<file path="src/sv/stris_pkg.sv">
// Shared constants, command and state types for the sorted table range search.
package stris_pkg;

  localparam int MAX_POSITIONS = 1048576;
  localparam int MAX_CHROMS    = 1024;

  localparam int ADDR_W     = $clog2(MAX_POSITIONS);
  localparam int IDX_W      = ADDR_W + 1;
  localparam int CID_W      = $clog2(MAX_CHROMS);
  localparam int CNT_W      = CID_W + 1;
  localparam int VAL_W      = 32;
  localparam int MODE_W     = 2;
  localparam int CFG_IDX_W  = 1;
  localparam int CFG_DATA_W = IDX_W;

  localparam int QDEPTH = 2;
  localparam int QPTR_W = $clog2(QDEPTH);

  localparam logic [MODE_W-1:0] MODE_LOAD_POS   = 2'd0;
  localparam logic [MODE_W-1:0] MODE_LOAD_START = 2'd1;
  localparam logic [MODE_W-1:0] MODE_QUERY      = 2'd2;

  localparam logic [CFG_IDX_W-1:0] REG_TOTAL       = 1'b0;
  localparam logic [CFG_IDX_W-1:0] REG_CHROM_COUNT = 1'b1;

  typedef enum logic [1:0] {
    CMD_LOAD,
    CMD_QUERY,
    CMD_BAD
  } cmd_kind_t;

  typedef struct packed {
    cmd_kind_t         kind;
    logic [ADDR_W-1:0] addr;
    logic [VAL_W-1:0]  value;
    logic [IDX_W-1:0]  lo;
    logic [IDX_W-1:0]  hi;
    logic [VAL_W-1:0]  key_start;
    logic [VAL_W-1:0]  key_stop;
  } cmd_t;

  typedef struct packed {
    logic full;
    logic empty;
  } q_status_t;

  typedef enum logic {
    F_IDLE,
    F_QUERY
  } front_state_t;

  typedef enum logic [1:0] {
    B_IDLE,
    B_SEARCH,
    B_DONE
  } back_state_t;

endpackage

</file>
<file path="src/sv/stris_queue.sv">
// Short command queue between the front and back sections.
module stris_queue (
  input  logic                clk,
  input  logic                rst,
  input  logic                push,
  input  stris_pkg::cmd_t     push_cmd,
  input  logic                pop,
  output stris_pkg::cmd_t     pop_cmd,
  output stris_pkg::q_status_t status
);
  import stris_pkg::*;

  cmd_t              slots [QDEPTH];
  logic [QPTR_W-1:0] wr_ptr;
  logic [QPTR_W-1:0] rd_ptr;
  logic [QPTR_W:0]   count;

  always_ff @(posedge clk) begin
    if (push) begin
      slots[wr_ptr] <= push_cmd;
    end
  end

  always_ff @(posedge clk) begin
    if (rst) begin
      wr_ptr <= '0;
      rd_ptr <= '0;
      count  <= '0;
    end else begin
      if (push) begin
        wr_ptr <= wr_ptr + QPTR_W'(1);
      end
      if (pop) begin
        rd_ptr <= rd_ptr + QPTR_W'(1);
      end
      case ({push, pop})
        2'b10:   count <= count + (QPTR_W + 1)'(1);
        2'b01:   count <= count - (QPTR_W + 1)'(1);
        default: count <= count;
      endcase
    end
  end

  assign pop_cmd      = slots[rd_ptr];
  assign status.full  = (count == (QPTR_W + 1)'(QDEPTH));
  assign status.empty = (count == '0);

endmodule

</file>
<file path="config.mk">
export PLATFORM = sky130hd
export DESIGN_NAME = stris_queue
export DESIGN_NICKNAME = d
export VERILOG_FILES = /design/src/sv/stris_pkg.sv /design/src/sv/stris_queue.sv
export SDC_FILE = /design/constraint.sdc
export NUM_CORES = 1
export LEC_CHECK = 0
export BUFFER_PORTS_ARGS = -buffer_cell sky130_fd_sc_hd__buf_2
export CORE_MARGIN = 2
export CORE_UTILIZATION = 35
export DETAILED_ROUTE_END_ITERATION = 10
export GPL_ROUTABILITY_DRIVEN = 1
export PLACE_DENSITY_LB_ADDON = 0.15
export RECOVER_POWER = 25
export SETUP_SLACK_MARGIN = 0.15
export SLEW_MARGIN = 20
export SYNTH_ARGS = -nofsm -noshare
export SYNTH_HDL_FRONTEND = slang
export SYNTH_SLANG_ARGS = --single-unit
</file>
<file path="constraint.sdc">
create_clock -name clk -period 15.1 [get_ports clk]
set_input_delay 4.53 -clock clk [delete_from_list [all_inputs] [get_ports clk]]
set_output_delay 4.53 -clock clk [all_outputs]
set_load 0.02 [all_outputs]
</file>
Word-level counts from Yosys, hierarchy flattened
Memories as Yosys holds them, arrays and structs flattened. A register that Yosys moved wholly into a read port is not among the register bits.
Index checks and enable logic that the tools add are counted.
- memory bits (writable): 320
- bits in registers: 4
- memories kept: 1
- output and inout port bits: 162
- word-level logic and storage cells: 18
- equality and inequality tests: 3
- reductions and logical operators: 2
- muxes and demuxes: 5
- $add $sub $neg: 4
- memories (memory ; depth ; bits a word ; read ports ; clocked after Yosys merged registers in ; wr ports ; line ; source):
    slots ; 2 ; 160 ; 1 ; 1 ; 1 ; stris_queue.sv:13 ; cmd_t slots [QDEPTH];
- operator list (cell ; count):
    equality test 2 bit, second input constant ; 2
    two-way mux 1 bit ; 4
    one-hot mux 2 bit (2 select lines) ; 1
    adder 1 bit, second input constant ; 2
    adder 2 x 1 -> 2 bit, second input constant ; 1
    equality test 2 x 1 -> 1 bit, second input constant ; 1
    zero test 2 bit ; 1
    nonzero test 2 bit ; 1
    subtractor 2 x 1 -> 2 bit, second input constant ; 1

Depth between registers and ports, before layout
- depth in word-level cells: 3
- mapped depth: 5
- mapped depth without buffers: 5

Worst setup path before layout
OpenSTA, ideal clock, no wires.
- kind: in2reg
- start: input port push
- end: memory slots[0][0] (netlist bit), enable pin
- stages: 2
- required time: 14.414 ns
- setup slack: 3.126 ns
- arrival time: 11.288 ns
- path through: inv_1 nor2_1
- longest elaborated chain between the ends: 2
- RTL lines (element ; line ; source):
    start, declared ; stris_queue.sv:5 ; input logic push,
    two-way mux 1 bit ; stris_queue.sv:19 ; if (push) begin
    two-way mux 1 bit (not written as such) ; stris_queue.sv:20 ; slots[wr_ptr] <= push_cmd;
    end, declared ; stris_queue.sv:13 ;
No other way between the ends.

==> qor.csv <==
stage,metric,value,unit
logic_synthesis,yosysWarnings,0,
placement,io_buffers,325,
final_layout,multiInputGateArea,2290,µm²
cts,h-tree-depth,2,
final_layout,drive_above_1_share,57.1,%
sta,maxSlewHeadroom,29.3,%
logic_synthesis,synthAdderAreaFrac,0.103,%
cts,cts-resized-gates,0,
cts,clock_latency,510,ps
critical_path,crit_required,10570,ps
grt,antenna_found_initial,7,
sta,finalClockSkew,7.31,ps
routing,ant_nets,0,
critical_path,cp_max_fo,58,
routing,wire_per_inst,17.8,µm
final_layout,ff_latch_area,9710,µm²
die,io_pins,326,
die,core,34400,µm²
cts,cts-root-buf,clkbuf_16,
die,dieArea,36200,µm²
grt,grt_usage,12.9,%
logic_synthesis,yosysTopAreaCellShare,79.1,%
grt,grt_overflow,0,
logic_synthesis,synthCells,520,
final_layout,final_nets,1038,
die,die_x,190,µm
status,status,"finished, final reports clean",
logic_synthesis,synthesis.nets,685,
logic_synthesis,synth_compound_area_share,0.0824,%
routing,vias,5943,
logic_synthesis,yosys.area.top_type,edfxtp_1,
power_and_ir_drop,powerDensity,139,nW/µm²
cts,clockBufferDepth,3,
placement,place_congestion,0.711,
routing,drt_iter0_drc,296,
routing,drc,0,
cts,cts_hold_buf,0,
logic_synthesis,yosys.area_share.simple,0.360,%
critical_path,crit_type,reg -> out,
job,max_cap_violations,0,
sta,slew_viol_final,0,
placement,dp_hpwl,15400,µm
hold_path,hold_start,rd_ptr,
grt,grt_pass1_vias,6060,
hold_path,hold_end,rd_ptr,
routing,routed_via_density,4.38,
power_and_ir_drop,vdd_drop_max,76.0,µV
critical_path,cp-start-kind,flop,
sta,fin_crit,7430,ps
logic_synthesis,synth-edff-count,320,
logic_synthesis,synth_xor_area_share,0.288,%
routing,drtPass1Iterations,4,
critical_path,r2r-end,slots[1][126],
cts,cts_tree,done,
hold_path,hp-class,reg -> reg,
logic_synthesis,syn_area,12200,µm²
logic_synthesis,seq_area_frac_synth,79.9,%
cts,numCtsBuffers,37,
final_layout,n_fill_cell,3090,
logic_synthesis,syn_avg_cell_area,23.4,µm²
logic_synthesis,synth_seq_cells,325,
cts,clock_sinks,325,
sta,worst_pin_slew,1060,ps
critical_path,r2r_start,wr_ptr,
cts,clkTransAtPathRegs,50,ps
grt,grt_pass1_wl,35300,µm
logic_synthesis,synth.area.mux_share,17.9,%
critical_path,regToRegSetupSlack,12840,ps
placement,dp.cells,1289,
die,fp-row-count,68,
sta,final_hold_viol_count,0,
logic_synthesis,async_reset_ff_share,0,%
sta,setup_viol,0,
die,die_h,190,µm
logic_synthesis,synth_cell_types,16,
cts,cts_setup_buffers,0,
logic_synthesis,synth_top_family_by_area,multiplexers,
critical_path,arrival,2900,ps
sta,fin_tns_setup,0,ps
sta,max_freq,135,MHz
logic_synthesis,synth_ff_type,edfxtp_1,
die,start_util,35.3,%
critical_path,end_kind,output pin,
logic_synthesis,synth_area_leaders,"edfxtp_1 (79%), mux2_4 (12%), mux2_2 (5.6%)",
final_layout,area_delta_synth_final,26.0,%
grt,grt_max_degree,67,
sta,rsz0062_at_grt,no,
routing,wl,24100,µm
critical_path,r2r_cells,2,
sta,post-route-period-util,49.2,%
power_and_ir_drop,power_leakage,0.00583,µW
final_layout,instances_no_fill,1356,
hold_path,hold-path-cell-count,2,
-- flip-flops by register name, indices dropped and copies added (netlist names), named ones only --
| name | count |
|---|---|
| wr_ptr | 1 |
| rd_ptr | 1 |
| count | 2 |
| slots | 320 |
-- layout make-up --
cell class	count	area share (%)
clock inverter	12	0.556
multi-input combinational	176	15.0
clock buffer	52	6.48
inverter	1	0.0245
tap	455	3.72
antenna	3	0.0491
sequential	325	63.5
timing repair buffer	332	10.8
-- how the worst max path moves through the flow --
stage	from	to	slack [ps]	cells after the start
after global routing	flop	pop_cmd[29]	7470	3
after detailed placement	flop	pop_cmd[30]	8110	3
after global placement	flop	pop_cmd[30]	8080	3
after CTS	flop	pop_cmd[30]	7550	3
final	flop	pop_cmd[30]	7670	3
after floorplan	push	slots[0][0]	3130	2
-- layout by cell type (no fill, tap or decap) --
cell type and n:
diode_2 3, clkbuf_16 37, o21ai_0 1, dfxtp_4 1
xor2_1 1, edfxtp_1 320, bufinv_16 1, clkbuf_8 1
and2_4 1, xnor2_1 3, clkinv_2 3, nor2_1 5
a21oi_1 1, mux2_4 100, or3_1 1, clkinv_1 6
clkinv_4 2, buf_2 298, dfxtp_1 4, and2b_2 1
buf_4 7, ha_1 1, clkbuf_1 40, buf_1 1
mux2_2 60, nor2_4 1, inv_1 1
-- cells in the mapped netlist, types with 3 or more instances --
master / number
buf_2: 7
edfxtp_1: 320
buf_6: 11
mux2_4: 100
mux2_2: 60
nor2_1: 6
xnor2_1: 3
dfxtp_1: 5
-- power by group --
part | switching, µW | internal (µW) | total, µW
sequential | 17.2 | 1050 | 1070
clock | 321 | 473 | 794
combinational | 154 | 115 | 269
total | 492 | 1640 | 2130
-- stage by stage --
step	hold slack (ps)	worst slack, ps	util [%]	total power, µW	instance area (µm²)
floorplan	461	3130	-	1280	12200
global placement	492	8080	41.5	1360	14300
detailed placement	510	8110	41.5	1370	14300
CTS	524	7550	44.6	2180	15300
global route	573	7470	44.5	2230	15300
finish	519	7670	44.5	2130	15300
-- per-layer routing --
layer	vias up	global-route usage (%)	share of wire (%)	routed length, µm
met5	-	0	0.19	46
met4	8	4.05	1.8	423
met3	45	6.05	11	2620
met2	239	19.1	43	10500
met1	2864	16.7	44	10500
li1	2787	-	-	-
-- worst max-delay path, stage by stage, from the launching register on --
cell and delay, ps:
dfxtp_4 810, buf_4 880, mux2_2 440, buf_2 160
-- cell families after synthesis --
| family | count (synthesis) |
|---|---|
| mux | 160 |
| flops | 325 |
| simple gates | 9 |
| buf+inv | 19 |
| fa+ha+maj | 1 |
| compound gates | 2 |
| xor+xnor | 4 |
No activity file was read; power rests on OpenSTA's default activity.
